### src/rtl/core/lte_pkg.sv
// ----------------------------------------------------------------------------
// lte_pkg
// Types and constants of the LMS training equalizer.
// ----------------------------------------------------------------------------
`timescale 1ns / 1ps
package lte_pkg;
  localparam int SegmentLength = 832;
  localparam int PosW = 10;
  localparam int Pn9Len = 511;
  localparam int Pn6Len = 63;
  localparam int LevelQ10 = 5120;

  // Seed windows of the two pseudo-noise generators; bit n holds element n.
  localparam logic [8:0] Pn9Init = 9'b0_1000_0000;
  localparam logic [5:0] Pn6Init = 6'b10_0111;

  typedef enum logic [2:0] {
    ST_IDLE, ST_FIR, ST_FIRLAST, ST_UPD, ST_OUT
  } lte_state_e;

  typedef struct packed {
    logic clear_acc;  // start a new dot product at tap 0
    logic mac;        // accumulate one tap
    logic update;     // update one tap weight
    logic emit;       // load output register
  } lte_cmd_t;

  typedef struct packed {
    logic last_tap;
  } lte_sts_t;
endpackage

### src/rtl/core/lte_ctrl.sv
// ----------------------------------------------------------------------------
// lte_ctrl
// Sequencer: accept a word, optionally run the FIR, then either the LMS update or the emit.
// ----------------------------------------------------------------------------
`timescale 1ns / 1ps
module lte_ctrl import lte_pkg::*; (
  input  logic       clk_i,
  input  logic       rst_ni,
  input  logic       in_valid_i,
  output logic       in_ready_o,
  input  logic       do_fir_i,
  input  logic       do_train_i,
  input  logic       do_emit_i,
  input  logic       out_free_i,
  input  lte_sts_t   sts_i,
  output lte_cmd_t   cmd_o,
  output logic       accept_o
);
  lte_state_e state_q, state_d;
  logic train_q, train_d, emit_q, emit_d;

  always_comb begin
    state_d = state_q;
    train_d = train_q;
    emit_d = emit_q;
    case (state_q)
      ST_IDLE: begin
        if (in_valid_i) begin
          train_d = do_train_i;
          emit_d = do_emit_i;
          state_d = do_fir_i ? ST_FIR : ST_IDLE;
        end
      end
      ST_FIR: if (sts_i.last_tap) state_d = ST_FIRLAST;
      ST_FIRLAST: state_d = train_q ? ST_UPD : (emit_q ? ST_OUT : ST_IDLE);
      ST_UPD: if (sts_i.last_tap) state_d = ST_IDLE;
      ST_OUT: if (out_free_i) state_d = ST_IDLE;
      default: state_d = ST_IDLE;
    endcase
  end

  always_comb begin
    cmd_o = '0;
    in_ready_o = (state_q == ST_IDLE);
    accept_o = (state_q == ST_IDLE) && in_valid_i;
    case (state_q)
      ST_IDLE: cmd_o.clear_acc = 1'b1;
      ST_FIR: cmd_o.mac = 1'b1;
      ST_UPD: cmd_o.update = 1'b1;
      ST_OUT: cmd_o.emit = out_free_i;
      default: ;
    endcase
  end

  always_ff @(posedge clk_i or negedge rst_ni) begin
    if (!rst_ni) begin
      state_q <= ST_IDLE;
      train_q <= 1'b0;
      emit_q <= 1'b0;
    end else begin
      state_q <= state_d;
      train_q <= train_d;
      emit_q <= emit_d;
    end
  end
endmodule

### config.mk
export PLATFORM = sky130hd
export DESIGN_NAME = lte_ctrl
export DESIGN_NICKNAME = d
export VERILOG_FILES = /design/src/rtl/core/lte_pkg.sv /design/src/rtl/core/lte_ctrl.sv
export SDC_FILE = /design/constraint.sdc
export NUM_CORES = 1
export LEC_CHECK = 0
export ABC_AREA = 1
export BUFFER_PORTS_ARGS = -buffer_cell sky130_fd_sc_hd__buf_2
export CORE_AREA = 8 8 45 47
export CTS_CLUSTER_SIZE = 24
export DETAILED_ROUTE_END_ITERATION = 7
export DIE_AREA = 0 0 53 55
export GPL_ROUTABILITY_DRIVEN = 0
export GPL_TIMING_DRIVEN = 1
export PLACE_DENSITY = 0.52
export SLEW_MARGIN = 10
export SYNTH_ARGS = -nofsm -noshare
export SYNTH_HDL_FRONTEND = slang
export SYNTH_SLANG_ARGS = --single-unit
### constraint.sdc
create_clock -name clk_i -period 1.7 [get_ports clk_i]
set_clock_uncertainty 0.05 [all_clocks]
set_input_delay 0.17 -clock clk_i [delete_from_list [all_inputs] [get_ports clk_i]]
set_output_delay 0.17 -clock clk_i [all_outputs]
set_load 0.01 [all_outputs]
# Word level (Yosys, flattened, before mapping)

Cells that the tools add are included.

Logic and storage cells: 27
Output and inout bits: 6
Flip-flop bits (word level): 5

Multiplexer cells: 12
Equal/unequal tests: 8
Reductions and logical operators: 4

Operator list:

| operator                                             | count |
|---|---|
| 2-to-1 mux 3 bit                                     | 6 |
| case mux 3 bit (5 select lines)                      | 1 |
| inequality test 2 bit (second input constant)        | 4 |
| equality test 3 x 2 -> 1 bit (second input constant) | 2 |
| 2-to-1 mux 1 bit                                     | 5 |
| AND reduction 4 bit                                  | 1 |
| equality test 3 x 1 -> 1 bit (second input constant) | 1 |
| equality test 3 bit (second input constant)          | 1 |
| logical NOT 3 bit                                    | 1 |
| AND reduction 2 bit                                  | 1 |
| logical AND 1 bit                                    | 1 |

# Longest topological paths before layout

Gate-level depths: netlist of the first run.

Word-level depth: 3
Depth in mapped cells: 7
Gate-level depth less buffers: 7

# Worst setup path before layout of the first run

OpenSTA, ideal clock, no wires.

Path type: reg2out
Start: register state_q[1]
End: output port cmd_o[0] in the netlist's numbering
Data arrival time: 0.866 ns
Required time: 1.480 ns
Path slack: 0.614 ns
Stages on the path, launching flop included: 2
Cell sequence: dfrtp_1 > nor4_1

RTL lines:

| what                   | line           | source |
|---|---|---|
| start, declared        | lte_ctrl.sv:19 | `lte_state_e state_q, state_d;` |
| start signal, assigned | lte_ctrl.sv:61 | `state_q <= state_d;` |
| end, declared          | lte_ctrl.sv:16 | `output lte_cmd_t cmd_o,` |

# Final worst setup path of the first run

Start: register state_q[0]
End: output port accept_o

Word-level cells in the longest chain between the ends: 2

Ends and longest elaborated chain:

| what              | line           | source |
|---|---|---|
| logical NOT 3 bit | lte_ctrl.sv:45 | `accept_o = (state_q == ST_IDLE) && in_valid_i;` |
| logical AND 1 bit | lte_ctrl.sv:45 |  |
| end, declared     | lte_ctrl.sv:17 | `output logic accept_o` |

Every way passes these cells.

==> results of run 1 <==
-- per-stage QoR --
step / utilization / cells / worst slack [ps]
floorplan: - / 43 / 614.3
global placement: 0.2658 / 71 / 512.2
detailed placement: 0.2658 / 71 / 498.2
CTS: 0.2920 / 76 / 237.1
global route: 0.2920 / 76 / 165.1
finish: 0.2920 / 76 / 258.1
-- cell usage in the layout, fill, tap and decap left out --
cell           count
nand2_2            2
dlygate4sd3_1      1
nand4_1            1
buf_2             13
nand2_1           15
clkbuf_1           1
nor2_2             1
inv_2              2
o21ai_1            1
nor4_1             1
clkbuf_4           3
nand3_1            4
nor2_1             4
inv_1              6
dfrtp_1            5
-- path summary, 6_finish.rpt --
kind	start	to	slack (ps)	cells after the start
hold / removal	do_emit_i	emit_q$_DFFE_PN0P_	80	3
min in group asynchronous	rst_ni	train_q$_DFFE_PN0P_	230	2
max in group asynchronous	rst_ni	state_q[0]$_DFFE_PN0P_	1240	2
setup reg to reg	state_q[0]$_DFFE_PN0P_	state_q[0]$_DFFE_PN0P_	590	6
hold reg to reg	emit_q$_DFFE_PN0P_	emit_q$_DFFE_PN0P_	440	2
setup / recovery	state_q[0]$_DFFE_PN0P_	accept_o	260	6
-- routing by layer --
layer  vias to the layer above  part of all wire  global-route usage
met3                         2             0.036             0.01604
met5                         -                 0                   0
met2                         3              0.59             0.09961
li1                        164                 -                   -
met4                         0            0.0087             0.06466
met1                       129              0.36             0.03834
-- timing repair --
action / 4_1_cts / 5_1_grt
hold endpoints to repair: 5 / 0
hold buffers: 1 / 0
setup buffers: 0 / 0
setup endpoints to repair: 0 / 0
-- registers in the layout, summed over array words and instances (netlist names) --
register	count
emit_q	1
state_q	3
train_q	1
-- where the power goes --
| part | internal, mW | switching [mW] |
|---|---|---|
| clock | 0.0883 | 0.0421 |
| combinational | 0.117 | 0.184 |
| sequential | 0.167 | 0.0489 |
-- layout make-up --
| class | instances | area share |
|---|---|---|
| clock buffers | 4 | 0.06502 |
| inverters | 8 | 0.07430 |
| multi-input cells | 29 | 0.3158 |
| flip-flops and latches | 5 | 0.3096 |
| well taps | 16 | 0.04954 |
| repair buffers | 14 | 0.1858 |
-- cells by family after synthesis --
group / after synthesis
buffers and inverters: 9
AOI/OAI and AO/OA: 1
DFF: 5
and+or+nand+nor: 28
-- worst max-delay path, delay by kind of cell, from the launching register on --
| family | cells | cell delay [ps] |
|---|---|---|
| buffers and inverters | 3 | 270 |
| AND/OR/NAND/NOR | 3 | 280 |
| flip-flops | 1 | 440 |
==> reports/qor.txt, run 1 <==
Outcome -> complete, no violations
Synth top area cells -> dfrtp_1 43%, nand2_1 19%, inv_1 7.8%
Fillers -> 161
Syn nets -> 51
Fraction of layout cells with a size suffix above 1 -> 0.3500
Total Routing Usage GR -> 0.05318
Initial DRC Count -> 3
CTS Buf Count -> 3
Max-Cap Viols -> 0
Post-synthesis register bit count -> 5
Clock Latency Late Sink -> 230 ps
Design Area, Final -> 404.1 um2
Initial Utilization -> 0.2098
Total global routing overflow -> 0
Drt drc -> 0
DR pass1 iterations -> 4
Setup violators final -> 0
Clock Path Buffers -> 2
Worst path max stage delay -> 440 ps
First-pass GRT wire length -> 1.069 mm
Detail-routed via count per cell -> 3.921
EDFF count, synth -> 0
Syn. warnings -> 0
Power, Total -> 0.6471 mW
Num ports -> 14
Sequential area share after synthesis -> 0.4310
Crit. End Element -> primary output
HPWL after detailed placement -> 609.2 um
Post-Syn Area per Cell -> 6.751 um2
Initial antenna violation count -> 0
Simple-gate portion of the synthesized area -> 0.4224
Multi-input logic area -> 127.6 um2
Worst EP arrival -> 1220 ps
Library cells used by synthesis -> 12
Layout area overhead -> 39.22%
Proportion of synthesized area in mux cells -> 0
Routed WL -> 693 um
Die W -> 53 um
Largest net degree at the start of global routing -> 7
Worst hold path type -> primary input to register
Leakage power -> 0.2526 nW
Adder-cell share of the synthesized area -> 0
IO buf count -> 13
Minimum clock period after layout -> 1442 ps
# rows -> 14
ANT cells -> 0
Core Box Area -> 1384 um2
Most frequent cells after synthesis -> 15 x nand2_1, 6 x inv_1, 5 x dfrtp_1, 4 x nand3_1, 4 x nor2_1
Slowest CP cell -> dfrtp_1
Die height -> 55 um
CP Cell Sequence -> nor2_2, nand2_2, inv_2, nand2_2, inv_2, buf_2
Top-count cell post-synth -> nand2_1
Number of global-route vias before repair -> 304
RSZ-0062 raised after global routing -> no
Area of placed instances -> 367.9 um2
Mapped Cells -> 43
Worst vdd ir -> 0.4252 mV
Root Driver -> clkbuf_4
Post-synthesis compound-gate area fraction -> 0.01724
Critical path type -> register to primary output
Post-synth ARST share -> 1.000
Worst Path Max Fanout -> 6
Die area -> 2915 um2
Post-CTS resize count -> 0
Setup TNS -> 0 ps
Slew headroom -> 0.8583
Post-Synth XOR/XNOR Area -> 0
Synth top area share -> 0.4310
Max Freq -> 693.5 MHz
Hold Fails Final Rpt -> 0
Max H-tree Level -> 1
WP data required -> 1480 ps
Vias -> 298
Pwr dens -> 1601 nW/um2
Nets -> 69
Clock Sinks -> 5
DR WL/cell -> 9.118 um
Fin Hold WS -> 81.27 ps
Seq. cell area -> 125.1 um2
Share of the clock period used by the worst path -> 0.8482
Worst slew pin tran -> 212.6 ps
Largest family of logic cells by synthesized area -> simple AND/OR/NAND/NOR gates
Crit start category -> register
CTS tree -> done
Slew Limit Fails -> 0
Synthesized area -> 290.3 um2
Synth Flop Type -> dfrtp_1
Routed Antenna Nets -> 0
Clock-pin slew on the worst setup and hold paths -> 40 ps
Most area-hungry cell type in the Yosys netlist -> dfrtp_1
No activity file was read; power rests on OpenSTA's default activity.
==> run 2: changes to the inputs <==
--- a/config.mk
+++ b/config.mk
@@ -13,7 +13,7 @@
 export DIE_AREA = 0 0 53 55
 export GPL_ROUTABILITY_DRIVEN = 0
 export GPL_TIMING_DRIVEN = 1
-export PLACE_DENSITY = 0.52
+export PLACE_DENSITY = 0.53
 export SLEW_MARGIN = 10
 export SYNTH_ARGS = -nofsm -noshare
 export SYNTH_HDL_FRONTEND = slang
==> constraint.sdc (replaced) <==
create_clock -name clk_i -period 1.25 [get_ports clk_i]
set_clock_uncertainty 0.05 [all_clocks]
set_input_delay 0.125 -clock clk_i [delete_from_list [all_inputs] [get_ports clk_i]]
set_output_delay 0.125 -clock clk_i [all_outputs]
set_load 0.01 [all_outputs]
==> reports/qor.txt, run 2 (synthesized netlist as in run 1, its figures left out) <==
Final non-filler cell total -> 83
Max-Cap Viols -> 0
Max H-tree Level -> 1
Total Routing Usage GR -> 0.05924
Crit start category -> register
HPWL after detailed placement -> 585.5 um
CTS Buf Count -> 3
Initial Utilization -> 0.2098
Area of placed instances -> 367.9 um2
Commonest non-fill, non-tap cell in the layout -> nand2_1
Slew Limit Fails -> 0
First-pass GRT wire length -> 1.248 mm
Drt drc -> 0
ANT cells -> 0
Biggest regs -> state_q (3), emit_q (1), train_q (1)
Clock Path Buffers -> 2
Die height -> 55 um
Outcome -> finished with violations
Critical path type -> register to primary output
Largest net degree at the start of global routing -> 6
Setup TNS -> -101.3 ps
Initial antenna violation count -> 0
Worst R2R End -> train_q$_DFFE_PN0P_
Pwr dens -> 2320 nW/um2
Worst path max stage delay -> 420 ps
RSZ-0062 raised after global routing -> yes
WHS Endpoint -> emit_q$_DFFE_PN0P_
Hold path depth -> 3
Routed WL -> 783 um
Most frequent cells in the layout -> 15 x nand2_1, 11 x buf_2, 7 x buf_4
DR WL/cell -> 9.434 um
Slew headroom -> 0.8588
Crit. End Element -> primary output
Worst Path Max Fanout -> 4
Nets -> 76
CTS tree -> done
DP Worst Slack -> 86.04 ps
Initial DRC Count -> 3
Most common cell on crit path -> nand2_2
Layout area overhead -> 66.81%
Num ports -> 14
IO buf count -> 13
Die area -> 2915 um2
Root Driver -> clkbuf_4
Worst hold path type -> primary input to register
CP Cell Sequence -> nor2_4, nand2_2, inv_4, nand2_2, inv_2, buf_6
Slowest CP cell -> dfrtp_1
Minimum clock period after layout -> 1315 ps
Design Area, Final -> 484.2 um2
Vias -> 341
Routed Antenna Nets -> 0
Worst vdd ir -> 0.7124 mV
Largest Register -> state_q
Detail-routed via count per cell -> 4.108
Clock-pin slew on the worst setup and hold paths -> 40 ps
Power, Total -> 1.124 mW
Worst reg2reg setup slack -> 90 ps
Worst r2r src -> state_q[2]$_DFFE_PN0P_
Core Box Area -> 1384 um2
HP Start -> do_emit_i
Fraction of layout cells with a size suffix above 1 -> 0.4776
# rows -> 14
Max Freq -> 760.5 MHz
Failing checks -> setup timing
Die W -> 53 um
WP data required -> 1080 ps
Setup violators final -> 2
Clock Sinks -> 5
Share of the clock period used by the worst path -> 1.052
Worst setup margin -> -65.00 ps
Number of global-route vias before repair -> 330
Hold Fails Final Rpt -> 0
Placed Cells -> 71
Worst EP arrival -> 1140 ps
Worst slew pin tran -> 209.9 ps
DR pass1 iterations -> 3
Clock Latency Late Sink -> 230 ps
Number of flip-flops in the largest register -> 3
Total global routing overflow -> 0
Register-to-Register Path Depth -> 8
Leakage power -> 0.2928 nW
## run 2: routing by layer
metal	up-vias	wire, um	global-route usage
met3	0	63	0.02139
met4	0	0	0.06466
met5	-	0	0
li1	177	-	-
met2	6	436	0.09180
met1	158	284	0.05837
## run 2: worst max-delay path by stage
stage                            from  depth (start not counted)  slack [ps]                  end
5_1_grt        state_q[2]$_DFFE_PN0P_                          6        -150             accept_o
3_3_place_gp   state_q[0]$_DFFE_PN0P_                          6         100             accept_o
4_1_cts        state_q[0]$_DFFE_PN0P_                          6         -80             accept_o
6_report       state_q[2]$_DFFE_PN0P_                          6         -60             accept_o
2_1_floorplan  state_q[0]$_DFFE_PN0P_                          7         170  train_q$_DFFE_PN0P_
3_5_place_dp   state_q[0]$_DFFE_PN0P_                          6          90             accept_o
## run 2: power by group
part	leakage (nW)	switching [mW]	internal, mW
clock network	0.0150	0.0609	0.120
logic	0.215	0.315	0.330
registers	0.0630	0.0686	0.230
total	0.293	0.444	0.680
## run 2: metrics by stage
step,hold slack [ps],util
after global routing,50.32,0.3499
after global placement,-109.1,0.2658
after detailed placement,-105.0,0.2658
final,36.62,0.3499
after floorplan,-220.6,-
after CTS,35.78,0.3336
## run 2: what timing repair did
item	in CTS	in global routing
gates cloned	0	0
setup endpoints to repair	4	7
hold buffers	1	0
pin swaps	2	1
endpoints found under the hold margin	5	0
setup buffers	6	1
gates resized for setup	3	5
## run 2: area by class of cell
cell class | instances | area, um2
Clock buffer | 4 | 26.28
Fill cell | 159 | 899.6
Inverter | 8 | 32.53
Multi-Input combinational cell | 29 | 138.9
Sequential cell | 5 | 126.4
Tap cell | 16 | 20.02
Timing Repair Buffer | 21 | 140.1
## run 2: worst max-delay path: cells and delay by family, from the launching register on
family                 cells  cell delay [ps]
buffers and inverters      3              220
DFF                        1              420
and+or+nand+nor            3              270
==> run 3: changes to the inputs <==
--- a/config.mk
+++ b/config.mk
@@ -13,7 +13,7 @@
 export DIE_AREA = 0 0 53 55
 export GPL_ROUTABILITY_DRIVEN = 0
 export GPL_TIMING_DRIVEN = 1
-export PLACE_DENSITY = 0.53
+export PLACE_DENSITY = 0.52
 export SLEW_MARGIN = 10
 export SYNTH_ARGS = -nofsm -noshare
 export SYNTH_HDL_FRONTEND = slang
==> constraint.sdc (replaced) <==
create_clock -name clk_i -period 1.4 [get_ports clk_i]
set_clock_uncertainty 0.05 [all_clocks]
set_input_delay 0.14 -clock clk_i [delete_from_list [all_inputs] [get_ports clk_i]]
set_output_delay 0.14 -clock clk_i [all_outputs]
set_load 0.01 [all_outputs]
==> reports/qor.txt, run 3 (synthesized netlist as in run 1, its figures left out) <==
Core Box Area -> 1384 um2
Setup TNS -> 0 ps
Vias -> 330
Clock-pin slew on the worst setup and hold paths -> 40 ps
HPWL after detailed placement -> 577.8 um
CTS tree -> done
Number of flip-flops in the largest register -> 3
Worst slew pin tran -> 239.4 ps
Share of the clock period used by the worst path -> 0.9546
Layout area overhead -> 54.31%
Slowest CP cell -> dfrtp_1
Die W -> 53 um
Critical path type -> register to primary output
Routed WL -> 724 um
Initial Utilization -> 0.2098
Worst Path Max Fanout -> 6
DR WL/cell -> 9.050 um
Pwr dens -> 1969 nW/um2
Drt drc -> 0
Initial DRC Count -> 2
Hold path depth -> 3
Clock Path Buffers -> 2
Initial antenna violation count -> 0
Crit. End Element -> primary output
Num ports -> 14
Worst path max stage delay -> 430 ps
Worst setup margin -> 63.60 ps
Outcome -> complete, no violations
Max-Cap Viols -> 0
First-pass GRT wire length -> 1.041 mm
Root Driver -> clkbuf_4
Area of placed instances -> 367.9 um2
Clock Sinks -> 5
Total global routing overflow -> 0
Setup violators final -> 0
Leakage power -> 0.2729 nW
HP Start -> do_emit_i
Detail-routed via count per cell -> 4.125
Fraction of layout cells with a size suffix above 1 -> 0.4219
# rows -> 14
Nets -> 73
Largest Register -> state_q
Design Area, Final -> 447.9 um2
Routed Antenna Nets -> 0
DP Worst Slack -> 243.7 ps
Top delay family on crit path -> flip-flops
IO buf count -> 13
DR pass1 iterations -> 4
CTS Buf Count -> 3
Slew Limit Fails -> 0
Worst vdd ir -> 0.5783 mV
Final non-filler cell total -> 80
Total Routing Usage GR -> 0.05154
Largest net degree at the start of global routing -> 7
Number of global-route vias before repair -> 302
WHS Endpoint -> emit_q$_DFFE_PN0P_
Worst hold path type -> primary input to register
WP data required -> 1210 ps
Die height -> 55 um
Placed Cells -> 71
Commonest non-fill, non-tap cell in the layout -> nand2_1
Buf+Inv Stages, Crit Path -> 1
Worst EP arrival -> 1150 ps
ANT cells -> 0
RSZ-0062 raised after global routing -> yes
Most frequent cells in the layout -> 15 x nand2_1, 12 x buf_2, 6 x inv_1
Minimum clock period after layout -> 1336 ps
Crit start category -> register
Hold Fails Final Rpt -> 0
Worst r2r src -> state_q[2]$_DFFE_PN0P_
Max H-tree Level -> 1
Die area -> 2915 um2
Worst R2R End -> train_q$_DFFE_PN0P_
Clock Latency Late Sink -> 230 ps
Register-to-Register Path Depth -> 8
Max Freq -> 748.3 MHz
Biggest regs -> state_q (3), emit_q (1), train_q (1)
Worst reg2reg setup slack -> 240 ps
CP Cell Sequence -> nor4_1, buf_2
Slew headroom -> 0.8389
[run 3: layout make-up]
type / instances / area [um2]
fill: 158 / 935.9
multi-input combinational: 29 / 132.6
sequential: 5 / 127.6
timing repair buffer: 18 / 111.4
inverter: 8 / 30.03
clock buffer: 4 / 26.28
tap: 16 / 20.02
[run 3: worst max path at each step]
stage                           start             endpoint  cells after the start
4_1_cts        state_q[0]$_DFFE_PN0P_             accept_o                      6
2_1_floorplan  state_q[0]$_DFFE_PN0P_  train_q$_DFFE_PN0P_                      7
6_report       state_q[1]$_DFFE_PN0P_             cmd_o[0]                      2
5_1_grt        state_q[1]$_DFFE_PN0P_             cmd_o[0]                      2
3_3_place_gp   state_q[0]$_DFFE_PN0P_             accept_o                      6
3_5_place_dp   state_q[0]$_DFFE_PN0P_             accept_o                      6
[run 3: worst register-to-register path, stage by stage, from the launching register on]
cell and delay (ps):
dfrtp_2 430, nor2_4 140, nand2_2 70, inv_2 70
nand2_2 60, inv_2 60, buf_4 110, nand2_1 40
o21ai_1 70
[run 3: routing by layer]
metal	routed length [um]	GRT usage	share of wire	up-vias
li1	-	-	-	173
met5	0	0	0	-
met4	6	0.06466	0.0083	0
met2	434	0.08203	0.60	5
met1	252	0.04294	0.35	150
met3	29	0.02406	0.040	2
[run 3: what timing repair did]
item | 4_1_cts | 5_1_grt
hold endpoints to repair | 5 | 0
setup endpoints to repair | 1 | 4
gates resized for setup | 1 | 3
setup buffers | 1 | 3
hold buffers | 1 | 0
pin swaps | 1 | 1
cloned | 0 | 0
[run 3: stage by stage]
stage	utilization	hold slack [ps]	total power [mW]
finish	0.3237	59.50	0.8819
global route	0.3237	61.20	0.9789
CTS	0.3020	48.95	0.8332
detailed placement	0.2658	-92.82	0.6324
global placement	0.2658	-93.46	0.6336
floorplan	-	-205.6	0.5301
[run 3: where the power goes]
part	internal (mW)	switching [mW]	leakage [nW]	total, mW
combinational	0.211	0.244	0.197	0.455
clock	0.107	0.0514	0.0150	0.159
sequential	0.206	0.0622	0.0613	0.268
total	0.524	0.357	0.273	0.882
